**config.mk**
```make
export PLATFORM = sky130hd
export DESIGN_NAME = fasta_fastq_sequence_extractor_flat
export DESIGN_NICKNAME = d
export VERILOG_FILES = /design/src/hw/rtl/ffse_pkg.sv /design/src/hw/rtl/ffse_if.sv /design/src/hw/rtl/fasta_fastq_sequence_extractor.sv /design/src/flat_wrapper.sv
export VERILOG_INCLUDE_DIRS = /design/src /design/src/hw/rtl
export SDC_FILE = /design/constraint.sdc
export NUM_CORES = 1
export LEC_CHECK = 0
export BUFFER_PORTS_ARGS = -buffer_cell sky130_fd_sc_hd__buf_2
export CAP_MARGIN = 20
export CELL_PAD_IN_SITES_DETAIL_PLACEMENT = 1
export CELL_PAD_IN_SITES_GLOBAL_PLACEMENT = 2
export CORE_MARGIN = 2
export CORE_UTILIZATION = 37
export CTS_CLUSTER_DIAMETER = 100
export DETAILED_ROUTE_END_ITERATION = 7
export PLACE_DENSITY_LB_ADDON = 0.25
export SYNTH_ARGS = -nofsm -noshare
export SYNTH_HDL_FRONTEND = slang
export SYNTH_SLANG_ARGS = --single-unit
```
**constraint.sdc**
```tcl
create_clock -name i_clk -period 4.6 [get_ports i_clk]
set_clock_uncertainty 0.1 [all_clocks]
set_input_delay 1.38 -clock i_clk [delete_from_list [all_inputs] [get_ports i_clk]]
set_output_delay 1.38 -clock i_clk [all_outputs]
set_load 0.02 [all_outputs]
```
**src/hw/rtl/fasta_fastq_sequence_extractor_macros.svh**
```systemverilog
// Assertion macros for the sequence extractor.
// Used by the top level only; needs i_clk and i_rst_n in scope.
`ifndef FASTA_FASTQ_SEQUENCE_EXTRACTOR_MACROS_SVH
`define FASTA_FASTQ_SEQUENCE_EXTRACTOR_MACROS_SVH

// Same-cycle implication, disabled during reset.
`define FFSE_ASSERT_NOW(label, ante, cons) \
    label: assert property (@(posedge i_clk) disable iff (!i_rst_n) (ante) |-> (cons)) \
        else $error("ffse assertion failed (same cycle)");

// Next-cycle implication, disabled during reset.
`define FFSE_ASSERT_NEXT(label, ante, cons) \
    label: assert property (@(posedge i_clk) disable iff (!i_rst_n) (ante) |=> (cons)) \
        else $error("ffse assertion failed (next cycle)");

`endif

```
**src/hw/rtl/ffse_pkg.sv**
```systemverilog
// Package for the sequence extractor: formats, line states, byte constants
// and classification helpers. No dependencies.
package ffse_pkg;

    localparam int COUNT_WIDTH = 32;
    localparam int TOTAL_WIDTH = 32;

    typedef enum logic [1:0] {
        FMT_RAW   = 2'd0,
        FMT_FASTA = 2'd1,
        FMT_FASTQ = 2'd2
    } t_format;

    typedef enum logic [1:0] {
        LS_HEADER = 2'd0,
        LS_SEQ    = 2'd1,
        LS_PLUS   = 2'd2,
        LS_QUAL   = 2'd3
    } t_line_state;

    localparam logic [7:0] CH_GT    = 8'h3E; // '>'
    localparam logic [7:0] CH_AT    = 8'h40; // '@'
    localparam logic [7:0] CH_PLUS  = 8'h2B; // '+'
    localparam logic [7:0] CH_SPACE = 8'h20; // ' '
    localparam logic [7:0] CH_LF    = 8'h0A;
    localparam logic [7:0] CH_CR    = 8'h0D;
    localparam logic [7:0] CH_UA    = 8'h41;
    localparam logic [7:0] CH_LA    = 8'h61;
    localparam logic [7:0] CH_UC    = 8'h43;
    localparam logic [7:0] CH_LC    = 8'h63;
    localparam logic [7:0] CH_UG    = 8'h47;
    localparam logic [7:0] CH_LG    = 8'h67;
    localparam logic [7:0] CH_UT    = 8'h54;
    localparam logic [7:0] CH_LT    = 8'h74;

    function automatic logic is_base(input logic [7:0] c);
        return (c == CH_UA) || (c == CH_LA) || (c == CH_UC) || (c == CH_LC) ||
               (c == CH_UG) || (c == CH_LG) || (c == CH_UT) || (c == CH_LT);
    endfunction

    function automatic logic is_eol(input logic [7:0] c);
        return (c == CH_LF) || (c == CH_CR);
    endfunction

endpackage

```
**src/hw/rtl/ffse_if.sv**
```systemverilog
// Stream interfaces for the sequence extractor: byte input and result output.
// Depends on ffse_pkg.
interface ffse_in_if;
    logic       valid;
    logic       ready;
    logic [7:0] in_byte;
    logic       start_of_file;
    logic       end_of_file;

    modport source (output valid, in_byte, start_of_file, end_of_file, input ready);
    modport sink   (input valid, in_byte, start_of_file, end_of_file, output ready);
endinterface

interface ffse_out_if;
    logic                                valid;
    logic                                ready;
    logic                                kept;
    logic [7:0]                          seq_byte;
    logic [1:0]                          file_format;
    logic [ffse_pkg::TOTAL_WIDTH-1:0]    kept_total;
    logic                                file_end;

    modport source (output valid, kept, seq_byte, file_format, kept_total, file_end,
                    input ready);
    modport sink   (input valid, kept, seq_byte, file_format, kept_total, file_end,
                    output ready);
endinterface

```
**src/hw/rtl/fasta_fastq_sequence_extractor.sv**
```systemverilog
// Top level of the FASTA / FASTQ / raw sequence byte extractor.
// Depends on ffse_pkg, ffse_if.sv and fasta_fastq_sequence_extractor_macros.svh.
//
// One byte in, one result out, one transfer per cycle sustained while the
// output is taken. A byte is captured in an input register, classified by a
// small line-state machine and written with its result into an output
// register, which offers the result. The pipe stalls only when the output
// register is full and not taken; while it waits, an empty input register
// still takes the next byte. The first byte of a file (start_of_file) picks
// the format ('>' FASTA, '@' FASTQ, anything else raw) and clears the line
// state and the saturating kept count; the byte is then handled as usual.
// Bytes arriving before any start of file are treated as raw; bytes after
// end_of_file without a fresh start continue the current file.
`include "fasta_fastq_sequence_extractor_macros.svh"

module fasta_fastq_sequence_extractor (
    input  logic              i_clk,
    input  logic              i_rst_n,
    ffse_in_if.sink           i_in,
    ffse_out_if.source        o_out
);

    localparam logic [ffse_pkg::COUNT_WIDTH-1:0] COUNT_MAX = '1;
    localparam logic [63:0] TOTAL_MAX = 64'((65'd1 << ffse_pkg::TOTAL_WIDTH) - 65'd1);

    // input register
    logic       r_in_valid;
    logic [7:0] r_in_byte;
    logic       r_in_sof;
    logic       r_in_eof;

    // file state
    ffse_pkg::t_format               r_fmt, n_fmt;
    ffse_pkg::t_line_state           r_ls, n_ls;
    logic [ffse_pkg::COUNT_WIDTH-1:0] r_cnt, n_cnt;

    // output register
    logic                             r_out_valid;
    logic                             r_out_kept;
    logic [7:0]                       r_out_byte;
    ffse_pkg::t_format                r_out_fmt;
    logic [ffse_pkg::TOTAL_WIDTH-1:0] r_out_total;
    logic                             r_out_eof;

    logic                             advance;   // output slot free this cycle
    logic                             fire;      // input register moves to output
    ffse_pkg::t_line_state            ls_cur;    // line state after start-of-file clear
    logic [ffse_pkg::COUNT_WIDTH-1:0] cnt_cur;
    logic                             keep;
    logic [63:0]                      cnt_ext;
    logic [ffse_pkg::TOTAL_WIDTH-1:0] total_capped;

    assign advance    = !r_out_valid || o_out.ready;
    assign fire       = r_in_valid && advance;
    assign i_in.ready = !r_in_valid || advance;

    // format pick and clears on the first byte of a file
    always_comb begin
        n_fmt   = r_fmt;
        ls_cur  = r_ls;
        cnt_cur = r_cnt;
        if (r_in_sof) begin
            ls_cur  = ffse_pkg::LS_HEADER;
            cnt_cur = '0;
            if (r_in_byte == ffse_pkg::CH_GT) begin
                n_fmt = ffse_pkg::FMT_FASTA;
            end else if (r_in_byte == ffse_pkg::CH_AT) begin
                n_fmt = ffse_pkg::FMT_FASTQ;
            end else begin
                n_fmt = ffse_pkg::FMT_RAW;
            end
        end
    end

    // line state: next-state logic
    always_comb begin
        n_ls = ls_cur;
        case (n_fmt)
            ffse_pkg::FMT_FASTA: begin
                if (r_in_byte == ffse_pkg::CH_GT) begin
                    n_ls = ffse_pkg::LS_HEADER;
                end else if (ffse_pkg::is_eol(r_in_byte)) begin
                    n_ls = ffse_pkg::LS_SEQ;
                end
            end
            ffse_pkg::FMT_FASTQ: begin
                if (r_in_byte == ffse_pkg::CH_AT) begin
                    n_ls = ffse_pkg::LS_HEADER;
                end else if (r_in_byte == ffse_pkg::CH_PLUS &&
                             (ls_cur == ffse_pkg::LS_HEADER ||
                              ls_cur == ffse_pkg::LS_SEQ)) begin
                    n_ls = ffse_pkg::LS_PLUS;
                end else if (ffse_pkg::is_eol(r_in_byte)) begin
                    if (ls_cur == ffse_pkg::LS_HEADER) begin
                        n_ls = ffse_pkg::LS_SEQ;
                    end else if (ls_cur == ffse_pkg::LS_PLUS) begin
                        n_ls = ffse_pkg::LS_QUAL;
                    end
                end
            end
            default: begin
                n_ls = ls_cur;   // raw: line state unused
            end
        endcase
    end

    // line state: output logic (keep decision)
    always_comb begin
        keep = 1'b0;
        case (n_fmt)
            ffse_pkg::FMT_FASTA: begin
                keep = (r_in_byte != ffse_pkg::CH_GT) && !ffse_pkg::is_eol(r_in_byte) &&
                       (ls_cur == ffse_pkg::LS_SEQ) && (r_in_byte != ffse_pkg::CH_SPACE);
            end
            ffse_pkg::FMT_FASTQ: begin
                // '@', '+', CR and LF are never bases, so the base test suffices
                keep = (ls_cur == ffse_pkg::LS_SEQ) && ffse_pkg::is_base(r_in_byte);
            end
            default: begin
                keep = ffse_pkg::is_base(r_in_byte);
            end
        endcase
    end

    // saturating count, shown capped to the output width
    assign n_cnt        = (keep && cnt_cur != COUNT_MAX) ? cnt_cur + 1'b1 : cnt_cur;
    assign cnt_ext      = 64'(n_cnt);
    assign total_capped = (cnt_ext > TOTAL_MAX) ? '1 : cnt_ext[ffse_pkg::TOTAL_WIDTH-1:0];

    // control and state registers
    always_ff @(posedge i_clk) begin
        if (!i_rst_n) begin
            r_in_valid  <= 1'b0;
            r_out_valid <= 1'b0;
            r_fmt       <= ffse_pkg::FMT_RAW;
            r_ls        <= ffse_pkg::LS_HEADER;
            r_cnt       <= '0;
        end else begin
            if (i_in.ready) begin
                r_in_valid <= i_in.valid;
            end
            if (advance) begin
                r_out_valid <= r_in_valid;
            end
            if (fire) begin
                r_fmt <= n_fmt;
                r_ls  <= n_ls;
                r_cnt <= n_cnt;
            end
        end
    end

    // payload registers
    always_ff @(posedge i_clk) begin
        if (i_in.ready && i_in.valid) begin
            r_in_byte <= i_in.in_byte;
            r_in_sof  <= i_in.start_of_file;
            r_in_eof  <= i_in.end_of_file;
        end
        if (fire) begin
            r_out_kept  <= keep;
            r_out_byte  <= keep ? r_in_byte : 8'd0;
            r_out_fmt   <= n_fmt;
            r_out_total <= total_capped;
            r_out_eof   <= r_in_eof;
        end
    end

    assign o_out.valid       = r_out_valid;
    assign o_out.kept        = r_out_kept;
    assign o_out.seq_byte    = r_out_byte;
    assign o_out.file_format = r_out_fmt;
    assign o_out.kept_total  = r_out_total;
    assign o_out.file_end    = r_out_eof;

    // a waiting result is never dropped
    `FFSE_ASSERT_NEXT(a_out_held, r_out_valid && !o_out.ready, r_out_valid)
    // within a file the kept count never goes down
    `FFSE_ASSERT_NEXT(a_cnt_mono, fire && !r_in_sof, r_cnt >= $past(r_cnt))
    // a kept byte always shows a non-zero total
    `FFSE_ASSERT_NOW(a_kept_total, r_out_valid && r_out_kept, r_out_total != '0)
    // an input byte is held while the pipe is stalled
    `FFSE_ASSERT_NEXT(a_in_hold, r_in_valid && !advance, r_in_valid && $stable(r_in_byte))

endmodule
```
**src/flat_wrapper.sv**
```systemverilog
// flat-port wrapper written by rule: the top's interface ports become plain ports
module fasta_fastq_sequence_extractor_flat 
  (i_clk, i_rst_n, i_in_valid, i_in_in_byte, i_in_start_of_file, i_in_end_of_file, i_in_ready, o_out_valid, o_out_kept, o_out_seq_byte, o_out_file_format, o_out_kept_total, o_out_file_end, o_out_ready);
  ffse_in_if i_in_i ();
  ffse_out_if o_out_i ();
  input  logic i_clk;
  input  logic i_rst_n;
  input wire logic [$bits(i_in_i.valid)-1:0] i_in_valid;
  input wire logic [$bits(i_in_i.in_byte)-1:0] i_in_in_byte;
  input wire logic [$bits(i_in_i.start_of_file)-1:0] i_in_start_of_file;
  input wire logic [$bits(i_in_i.end_of_file)-1:0] i_in_end_of_file;
  output wire logic [$bits(i_in_i.ready)-1:0] i_in_ready;
  output wire logic [$bits(o_out_i.valid)-1:0] o_out_valid;
  output wire logic [$bits(o_out_i.kept)-1:0] o_out_kept;
  output wire logic [$bits(o_out_i.seq_byte)-1:0] o_out_seq_byte;
  output wire logic [$bits(o_out_i.file_format)-1:0] o_out_file_format;
  output wire logic [$bits(o_out_i.kept_total)-1:0] o_out_kept_total;
  output wire logic [$bits(o_out_i.file_end)-1:0] o_out_file_end;
  input wire logic [$bits(o_out_i.ready)-1:0] o_out_ready;
  assign i_in_i.valid = i_in_valid;
  assign i_in_i.in_byte = i_in_in_byte;
  assign i_in_i.start_of_file = i_in_start_of_file;
  assign i_in_i.end_of_file = i_in_end_of_file;
  assign i_in_ready = i_in_i.ready;
  assign o_out_valid = o_out_i.valid;
  assign o_out_kept = o_out_i.kept;
  assign o_out_seq_byte = o_out_i.seq_byte;
  assign o_out_file_format = o_out_i.file_format;
  assign o_out_kept_total = o_out_i.kept_total;
  assign o_out_file_end = o_out_i.file_end;
  assign o_out_i.ready = o_out_ready;
  fasta_fastq_sequence_extractor u_core (.i_clk(i_clk), .i_rst_n(i_rst_n), .i_in(i_in_i), .o_out(o_out_i));
endmodule
```
# == Word level (Yosys, flattened, before mapping) ==
# Index checks and enable logic that the tools add are counted.
# word_totals
in_bits,14
register_bits,92
# classes
n_reduce_logical,23
n_mux,15
order_cmp,1
n_addsub,1
eq_ne,20
# op_table
cell,count
8-bit by 7-bit equality test with 1-bit output (second input constant),9
32-bit 2-to-1 mux,2
32-bit by 1-bit adder with 32-bit output (second input constant),1
32-bit greater-than comparator (second input constant),1
32-bit != test (second input constant),1
2-bit 2-to-1 mux,11
8-bit by 4-bit equality test with 1-bit output (second input constant),2
8-bit by 6-bit equality test with 1-bit output (second input constant),2
8-bit by 6-bit != test with 1-bit output (second input constant),2
1-bit logical OR,11
1-bit logical AND,8
2-bit by 1-bit equality test with 1-bit output (second input constant),2
2-bit equality test (second input constant),2
2-bit case mux with 2 select lines,1
1-bit logical NOT,3
2-bit logical NOT,1
1-bit case mux with 2 select lines,1

# == Longest topological paths before layout ==
# Gate-level depths: netlist of the first run.
# depth
ltp_word,13
depth_mapped,14
depth_no_buf,13

# == Worst setup path before layout of the first run ==
# No wires, ideal clock.
# synth_timing
kind,input-to-reg
startpoint,in o_out_ready
endpoint,reg u_core.r_cnt[1] in the netlist's numbering
n_path_buf,1
path_slack_ns,0.978
stages,6
t_arrival_ns,3.465
cell_sequence,nand2b_1 nand2_1 inv_1 clkbuf_1 o21ai_0 o21ba_2
# synth_between
elab_chain_len,2
# synth_rtl
element,line_no,rtl
"start, declared",flat_wrapper.sv:19,input wire logic [$bits(o_out_i.ready)-1:0] o_out_ready;
1-bit logical OR,fasta_fastq_sequence_extractor.sv:53,assign advance = !r_out_valid || o_out.ready;
1-bit logical AND,fasta_fastq_sequence_extractor.sv:54,assign fire = r_in_valid && advance;
net u_core.fire,fasta_fastq_sequence_extractor.sv:46,logic fire;
"end signal, assigned",fasta_fastq_sequence_extractor.sv:148,r_cnt <= n_cnt;
"end, declared",fasta_fastq_sequence_extractor.sv:35,"logic [ffse_pkg::COUNT_WIDTH-1:0] r_cnt, n_cnt;"
# The timed path passes the listed nets, and every way through them passes these cells.
# A chain may end at the register's enable or synchronous reset.

# == Worst setup path in the final report of the first run ==
# layout_timing
startpoint,reg u_core.r_in_byte[6]
endpoint,reg u_core.r_cnt[3] in the netlist's numbering
# layout_between
elab_chain_len,12
elab_cells_between_ends,35
# layout_rtl
element,line_no,rtl
"start, declared",fasta_fastq_sequence_extractor.sv:28,logic [7:0] r_in_byte;
"start signal, assigned",fasta_fastq_sequence_extractor.sv:156,r_in_byte <= i_in.in_byte;
8-bit by 7-bit equality test with 1-bit output,ffse_pkg.sv:37,return (c == CH_UA) || (c == CH_LA) || (c == CH_UC) || (c == CH_LC) ||
1-bit logical OR (4 in series),ffse_pkg.sv:37,
1-bit logical OR (3 in series),ffse_pkg.sv:38,(c == CH_UG) || (c == CH_LG) || (c == CH_UT) || (c == CH_LT);
1-bit logical AND,fasta_fastq_sequence_extractor.sv:117,keep = (ls_cur == ffse_pkg::LS_SEQ) && ffse_pkg::is_base(r_in_byte);
1-bit case mux with 2 select lines *,fasta_fastq_sequence_extractor.sv:110,case (n_fmt)
1-bit logical AND *,fasta_fastq_sequence_extractor.sv:126,assign n_cnt = (keep && cnt_cur != COUNT_MAX) ? cnt_cur + 1'b1 : cnt_cur;
32-bit 2-to-1 mux *,fasta_fastq_sequence_extractor.sv:126,
# Mark *: on every way between the ends. The rest lies on a longest branch, timed or not.

==> metrics.md, run 1 <==
| Metric | Value |
|---|---|
| Worst reg2reg startpoint | `u_core.r_in_byte[6]` |
| Post-route cell area | `0.005532 mm^2` |
| IO Port Bufs | `59` |
| Ant diodes | `0` |
| Initial Utilization | `0.3795` |
| EDFF count, synth | `54` |
| Library cells used by synthesis | `66` |
| Synth async-reset ratio | `0` |
| Final ANT Viol Nets | `0` |
| DRT Wirelength | `about 13000 um` |
| Top cells by area, synth | `edfxtp_1 (34%), dfxtp_1 (16%), nand2_1 (4.2%)` |
| # IOs | `60` |
| RSZ-0062 raised after global routing | `false` |
| Top post-synthesis cells by count | `edfxtp_1 (54), nand2_1 (53), dfxtp_1 (38), nor2_1 (28), a21oi_1 (24)` |
| WS Path Type | `reg2reg` |
| Hold Path Origin | `u_core.r_in_eof` |
| Clk pwr share | `0.433` |
| Initial antenna violation count | `0` |
| Total clock sinks | `between 90 and 100` |
| Synth-to-layout area growth | `15.49%` |
| Placed insts | `692` |
| Peak Freq | `0.2589 GHz` |
| First-pass DRT Iterations | `4` |
| Setup violators final | `0` |
| MaxCap Viol Count | `0` |
| Worst vdd ir | `~0.17 mV` |
| Layout cells sized above 1 | `0.1978` |
| Final Max Slew Viols | `0` |
| Clock Path Buffers | `2` |
| Row count | `~40` |
| CTS tree | `yes` |
| Fin crit share | `0.8396` |
| Post-Route Setup TNS | `0 ns` |
| Postcts setup bufs | `0` |
| Worst-skew pair later-pin latency | `~0.36 ns` |
| Psw | `between 0.4 and 0.5 mW` |
| Combinational power share | `0.066` |
| Post-synthesis net count | `between 400 and 500` |
| CTS buffer count | `9` |
| Count leader, synth | `edfxtp_1` |
| Htree depth | `3` |
| R2R Setup Slk | `0.74 ns` |
| CP Data Required Time | `4.78 ns` |
| Rel. slew slack | `0.4214` |
| Seq/Total Area, Yosys | `0.4974` |
| Sequential share of power | `0.502` |
| Startpoint types | `register` |
| Layout Nets | `roughly 550` |
| CTS root buffer | `clkbuf_16` |
| DRC Markers | `0` |
| Placement Setup Slack | `~0.78 ns` |
| PwrDens | `approximately 330 mW/mm^2` |
| CTS Hold Bufs | `0` |
| CORE AREA | `roughly 0.013 mm^2` |
| Post-DP HPWL | `roughly 8500 um` |
| Mapped Area | `0.004790 mm^2` |
| Pleak | `1.911 nW` |
| Slowest CP cell | `or4_1` |
| Status | `finished clean` |
| Area leader, netlist | `edfxtp_1` |
| Via count of the first global-routing pass | `3975` |
| Hold violation total from the final report | `0` |
| Die Ht | `~120 um` |
| Switching power share of the total | `0.2495` |
| Die Span X | `around 120 um` |
| Worst stage delay on the critical path | `~0.52 ns` |
| Worst Setup SP | `u_core.r_in_byte[6]` |
| Setup ws final | `roughly 0.74 ns` |
| Reg2reg path depth | `11` |
| Grt ovf | `0` |
| Clk pin slew, worst setup/hold paths | `about 0.070 ns` |
| Post-CTS sizing | `0` |
| Worst setup EP type | `register` |
| Post-route insts no fill | `a little over 700` |
| Syn_area_per_cell | `~10 um^2` |
| Placed cell areas | `between 0.005 and 0.006 mm^2` |
| Crit-path cells | `nor4bb_1 -> nand4_1 -> nor2_1 -> a21oi_1 -> ha_1 -> a21oi_1 -> nor3_4 -> o21ai_2 -> buf_4 -> or4_1 -> a31oi_1` |
| Min Tclk post-route | `3.862 ns` |
| Synth warn | `0` |
| GP Congestion | `a little under 0.8` |
| Routed wire per std cell | `17.84 um` |
| Ys flop type | `edfxtp_1` |
| Die area | `around 0.014 mm^2` |
| Top cell type's share of synthesized area | `0.3386` |
| Cells after Synth | `between 400 and 500` |
| Initial drt markers | `273` |
| HP Class | `reg2reg` |
| Via count | `~4k` |
| Worst slew pin tran | `between 0.8 and 0.9 ns` |
| Int Pwr | `1.359 mW` |
| Crit Path Max Fanout | `21` |
| Synth Register Bits | `92` |
| Crit path to | `u_core.r_cnt[3]` |
| R2R Path End | `u_core.r_cnt[3]` |
| First-pass GRT wire length | `between 20000 and 25000 um` |
| Largest net degree at the start of global routing | `49` |
| Avg Vias per Cell | `5.548` |
| CP most frequent cell | `a21oi_1` |
| Global Route Usage Sum | `0.1890` |
| Arr. time, crit path | `between 4 and 5 ns` |
-- power groups by stage --
stage	clock network [mW]	registers [mW]	logic [mW]
2_1_floorplan	0	0.948	0.0524
3_3_place_gp	0	0.926	0.118
3_5_place_dp	0	0.927	0.120
4_1_cts	0.801	0.909	0.121
5_1_grt	0.829	0.912	0.129
6_report	0.784	0.908	0.119
-- critical path, delay by kind of cell (launching register included) --
kind	cells	cell delay (ns)
buf+inv	1	0.30
fa+ha+maj	1	0.40
compound gates	4	0.72
flops	1	0.45
simple gates	5	1.80
-- through the flow --
step	power (mW)	utilization	hold slack, ns
final	1.811	0.4383	0.3328
after global routing	1.870	0.4383	0.3480
after CTS	1.830	0.4383	0.3362
after detailed placement	1.047	0.4139	0.3063
after global placement	1.044	0.4139	0.3114
after floorplan	1.000	-	0.3003
-- layout by cell type (no fill, tap or decap), drive strengths merged, types with 4 or more instances in the layout --
cell	instances
o211ai	13
a31oi	16
nand4	10
nand2	53
nand3	23
nor2b	22
o21ai	20
or4	20
nor4	7
inv	13
mux2i	4
buf	69
nor3	5
xor2	5
nand3b	4
edfxtp	54
o31ai	4
o2111ai	5
dfxtp	38
clkbuf	9
a21oi	24
clkinv	4
xnor2	8
nor2	28
or3	19
and2	12
-- worst min-delay path by stage --
| stage | end | slack, ns | cells past startpoint |
|---|---|---|---|
| floorplan | u_core.o_out.file_end | 0.30 | 0 |
| global placement | u_core.o_out.file_end | 0.31 | 0 |
| detailed placement | u_core.o_out.file_end | 0.31 | 0 |
| CTS | u_core.o_out.file_end | 0.34 | 0 |
| global route | u_core.o_out.file_end | 0.35 | 0 |
| finish | u_core.o_out.file_end | 0.33 | 0 |
-- flip-flops by register name, indices dropped and copies added, names as in the netlist, 2 cells and up --
signal / count
u_core.r_cnt: 32
u_core.o_out.kept_total: 32
u_core.r_fmt: 2
u_core.o_out.seq_byte: 8
u_core.r_in_byte: 8
u_core.o_out.file_format: 2
u_core.r_ls: 2
-- metal layers --
metal	track usage	vias up	share of wire
li1	-	1917	-
met1	0.2446	1931	0.47
met2	0.3060	66	0.47
met3	0.03537	14	0.033
met4	0.08735	0	0.019
met5	0	-	0
-- kinds of logic (layout without fill, tap and decap cells) --
group / count (synthesis) / in the layout / share of synthesized area
AO/OA/AOI/OAI: 103 / 103 / 0.1484
XOR/XNOR: 13 / 13 / 0.02377
adder cells (fa/ha/maj): 3 / 3 / 0.007838
buffers and inverters: 40 / 96 / 0.04023
flip-flops: 92 / 92 / 0.4974
multiplexers: 5 / 5 / 0.01071
AND/OR/NAND/NOR: 224 / 224 / 0.2717
-- cell type report --
type                            instances  area [um^2]
Multi-Input combinational cell        348         2215
Timing Repair Buffer                   69        370.4
Clock inverter                          7        82.58
Sequential cell                        92         2382
Fill cell                            1467         7088
Clock buffer                            9        225.2
Inverter                               11        41.29
Tap cell                              172        215.2
Power figures use the tool's default switching activity.
==> run 2, diff against run 1 <==
--- a/config.mk
+++ b/config.mk
@@ -6,12 +6,13 @@
 export SDC_FILE = /design/constraint.sdc
 export NUM_CORES = 1
 export LEC_CHECK = 0
+export ABC_AREA = 1
 export BUFFER_PORTS_ARGS = -buffer_cell sky130_fd_sc_hd__buf_2
 export CAP_MARGIN = 20
 export CELL_PAD_IN_SITES_DETAIL_PLACEMENT = 1
 export CELL_PAD_IN_SITES_GLOBAL_PLACEMENT = 2
 export CORE_MARGIN = 2
-export CORE_UTILIZATION = 37
+export CORE_UTILIZATION = 30
 export CTS_CLUSTER_DIAMETER = 100
 export DETAILED_ROUTE_END_ITERATION = 7
 export PLACE_DENSITY_LB_ADDON = 0.25
==> constraint.sdc (replaced) <==
create_clock -name i_clk -period 3.1 [get_ports i_clk]
set_clock_uncertainty 0.1 [all_clocks]
set_input_delay 0.93 -clock i_clk [delete_from_list [all_inputs] [get_ports i_clk]]
set_output_delay 0.93 -clock i_clk [all_outputs]
set_load 0.02 [all_outputs]
==> metrics.md, run 2 <==
| Metric | Value |
|---|---|
| Clk pin slew, worst setup/hold paths | `0.08 ns (about the same)` |
| Pleak | `2.840 nW (+49%)` |
| Crit-path cells | `nor2_1 -> nand2_1 -> nor2_1 -> and3b_1 -> nand2_1 -> o21ai_0 -> ha_1 -> nor3_1 -> nand2_1 -> nand2_1 -> buf_8 -> nand3_1 -> nand3_1 -> nand2_1 -> inv_1` |
| Arr. time, crit path | `3.03 ns (-1.01 ns)` |
| Count leader, synth | `nand2_1` |
| Mapped Area | `0.005147 mm^2 (+7.5%)` |
| CORE AREA | `0.01670 mm^2 (+32%)` |
| Largest net degree at the start of global routing | `56 (+14%)` |
| Status | `finished clean` |
| Initial antenna violation count | `0 (unchanged)` |
| Seq/Total Area, Yosys | `0.4628 (-0.03458)` |
| Psw | `0.7680 mW (+70%)` |
| WS Path Type | `reg2reg` |
| Cells after Synth | `716 (+49%)` |
| Via count | `4754 (+21%)` |
| Synth Register Bits | `92 (unchanged)` |
| Post-DP HPWL | `11310 um (+33%)` |
| Mux cell area share after synthesis | `0 (-0.01071)` |
| CTS tree | `yes` |
| Worst slew pin tran | `0.5746 ns (-0.2923 ns)` |
| Initial drt markers | `205 (-25%)` |
| Top post-synthesis cells by count | `nand2_1 (218), nor2_1 (104), inv_1 (98), nand3_1 (90), edfxtp_1 (54)` |
| Hold Path Cell Cnt | `0 (unchanged)` |
| Die Ht | `135.0 um (+15%)` |
| Htree depth | `3 (unchanged)` |
| Syn_area_per_cell | `7.189 um^2 (-28%)` |
| Fin crit share | `0.9150 (+0.07540)` |
| Row count | `47 (+15%)` |
| Post-synthesis compound-gate area fraction | `0.03938 (-0.1090)` |
| Commonest non-fill, non-tap cell in the layout | `nand2_1` |
| PwrDens | `484.6 mW/mm^2 (+48%)` |
| Simple-Gate Fraction of Synth Area | `0.3644 (+0.09268)` |
| Top cells by area, synth | `edfxtp_1 (32%), nand2_1 (16%), dfxtp_1 (15%)` |
| Hold violation total from the final report | `0 (unchanged)` |
| Worst-skew pair later-pin latency | `0.36 ns (about the same)` |
| FF+latch area | `0.002382 mm^2 (unchanged)` |
| Post-Route Setup TNS | `0 ns (unchanged)` |
| Post-Synth XOR/XNOR Area | `0.02552 (+0.001750)` |
| Sequential share of power | `0.476 (-0.026)` |
| Global Route Usage Sum | `0.1784 (-0.01057)` |
| First-pass GRT wire length | `25060 um (+20%)` |
| Hold Crit Endpoint | `u_core.o_out.file_end` |
| Int Pwr | `2.188 mW (+61%)` |
| Die area | `0.01822 mm^2 (+31%)` |
| Area leader, netlist | `edfxtp_1` |
| Die Span X | `135.0 um (+15%)` |
| Layout Nets | `798 (+46%)` |
| Post-synthesis net count | `733 (+47%)` |
| DRT Wirelength | `15580 um (+23%)` |
| Initial Utilization | `0.3082 (-0.07133)` |
| Routed wire per std cell | `15.49 um (-13%)` |
| Worst setup EP type | `register` |
| First-pass DRT Iterations | `4 (unchanged)` |
| Total clock sinks | `92 (unchanged)` |
| Clock Path Buffers | `2 (unchanged)` |
| Via count of the first global-routing pass | `4847 (+22%)` |
| Worst path bufs/invs | `2 (+1)` |
| RSZ-0062 raised after global routing | `false` |
| Peak Freq | `0.3525 GHz (+36%)` |
| Avg Vias per Cell | `4.726 (-15%)` |
| Clk pwr share | `0.411 (-0.022)` |
| R2R Path End | `u_core.r_cnt[5]` |
| # IOs | `60 (unchanged)` |
| Area occupied by multi-input gates | `0.002250 mm^2 (+1.6%)` |
| Grt ovf | `0 (unchanged)` |
| CP Data Required Time | `3.30 ns (-1.48 ns)` |
| Ant diodes | `0 (unchanged)` |
| CTS Hold Bufs | `0 (unchanged)` |
| Combinational power share | `0.113 (+0.047)` |
| Reg2reg path depth | `15 (+4)` |
| Hold Path Origin | `u_core.r_in_eof` |
| Crit Path Max Fanout | `33 (+57%)` |
| Setup violators final | `0 (unchanged)` |
| Fin util | `0.3652 (-0.07311)` |
| GP Congestion | `0.8481 (+9.3%)` |
| MaxCap Viol Count | `0 (unchanged)` |
| Library cells used by synthesis | `27 (-59%)` |
| Startpoint types | `register` |
| Layout cells sized above 1 | `0.1336 (-0.06417)` |
| CP most frequent cell | `nand2_1` |
| Final Max Slew Viols | `0 (unchanged)` |
| CTS buffer count | `9 (unchanged)` |
| Worst vdd ir | `0.2288 mV (+32%)` |
| Rel. slew slack | `0.6129 (+0.1915)` |
| Worst reg2reg startpoint | `u_core.r_in_byte[0]` |
| R2R Setup Slk | `0.26 ns (-0.47 ns)` |
| DRC Markers | `0 (unchanged)` |
| Filler cells | `2138 (+46%)` |
| Commonest non-fill, non-tap cells in the layout | `nand2_1 (218), nor2_1 (103), inv_1 (98)` |
| Top cell type's share of synthesized area | `0.3150 (-0.02354)` |
| EDFF count, synth | `54 (unchanged)` |
| Largest family of logic cells by synthesized area | `simple AND/OR/NAND/NOR gates` |
| CTS root buffer | `clkbuf_16` |
| Ys flop type | `edfxtp_1` |
| Delay-heaviest family, CP | `simple AND/OR/NAND/NOR gates` |
| Min Tclk post-route | `2.837 ns (-1.026 ns)` |
| Slowest CP cell | `edfxtp_1` |
| HP Class | `reg2reg` |
| Switching power share of the total | `0.2598 (+0.01028)` |
| Synth-to-layout area growth | `18.50%` |
| Synth Area in Adders | `0.007292 (-0.0005448)` |
| Final ANT Viol Nets | `0 (unchanged)` |
| Synth warn | `0 (unchanged)` |
| IO Port Bufs | `59 (unchanged)` |
| Synth async-reset ratio | `0 (unchanged)` |
| Worst stage delay on the critical path | `0.46 ns (-0.06 ns)` |
run 2: cell families after synthesis:
| logic type | Yosys count |
|---|---|
| and+or+nand+nor | 440 |
| buffers and inverters | 126 |
| DFF | 92 |
| AOI/OAI and AO/OA | 40 |
| xor gates and xnor gates | 15 |
| adders and majority gates | 3 |
run 2: worst max-delay path by stage:
stage,endpoint,from,slack (ns),cells after the start
2_1_floorplan,u_core.r_cnt[25],u_core.r_in_sof,0.28,15
3_3_place_gp,u_core.o_out.kept_total[28],u_core.r_in_sof,0.23,12
3_5_place_dp,u_core.o_out.kept_total[28],u_core.r_in_sof,0.23,12
4_1_cts,u_core.r_cnt[16],u_core.r_in_byte[0],0.16,15
5_1_grt,u_core.r_cnt[27],u_core.r_in_byte[0],0.02,17
6_report,u_core.r_cnt[5],u_core.r_in_byte[0],0.26,15
run 2: area by class of cell:
| type | count | share of cell area |
|---|---|---|
| clock inverter | 6 | 0.01538 |
| timing repair buffer | 79 | 0.08041 |
| multi-input combinational | 498 | 0.3688 |
| tap | 220 | 0.04513 |
| inverter | 101 | 0.06215 |
| clock buffer | 10 | 0.03754 |
| sequential | 92 | 0.3906 |
run 2: metrics by stage:
step | std cells | worst slack (ns) | power, mW | instance area [um^2] | hold WS (ns)
2_1_floorplan | 716 | 0.2773 | 1.656 | 5149 | 0.3003
3_3_place_gp | 989 | 0.2292 | 1.757 | 5759 | 0.3130
3_5_place_dp | 989 | 0.2343 | 1.770 | 5759 | 0.3114
4_1_cts | 1005 | 0.1635 | 2.997 | 6082 | 0.3296
5_1_grt | 1006 | 0.02326 | 3.094 | 6100 | 0.3447
6_report | 1006 | 0.2634 | 2.956 | 6100 | 0.3261
run 2: worst reg2reg max path: stages (launching register included):
cell      delay [ns]
edfxtp_1        0.46
nor2_1          0.16
nand2_1         0.07
nor2_1          0.11
and3b_1         0.21
nand2_1         0.06
o21ai_0         0.18
ha_1            0.36
nor3_1          0.18
nand2_1         0.07
nand2_1         0.14
buf_8           0.27
nand3_1         0.16
nand3_1         0.13
nand2_1         0.06
inv_1           0.04
run 2: layer usage:
metal | global-route usage | wire [um] | up-vias | share of wire
li1 | - | - | 2392 | -
met1 | 0.2361 | 7536 | 2291 | 0.48
met2 | 0.2970 | 7431 | 56 | 0.48
met3 | 0.02778 | 357 | 15 | 0.023
met4 | 0.06192 | 255 | 0 | 0.016
met5 | 0 | 0 | - | 0
run 2: what timing repair did:
item,CTS,global route
buffers inserted,0,1
setup endpoints to repair,0,63
resized for setup,0,3
run 2: power groups by stage:
stage	Sequential, mW	Clock, mW	Combinational (mW)
global placement	1.43	0	0.325
floorplan	1.46	0	0.197
finish	1.41	1.21	0.335
CTS	1.41	1.25	0.338
global route	1.41	1.30	0.379
detailed placement	1.43	0	0.336
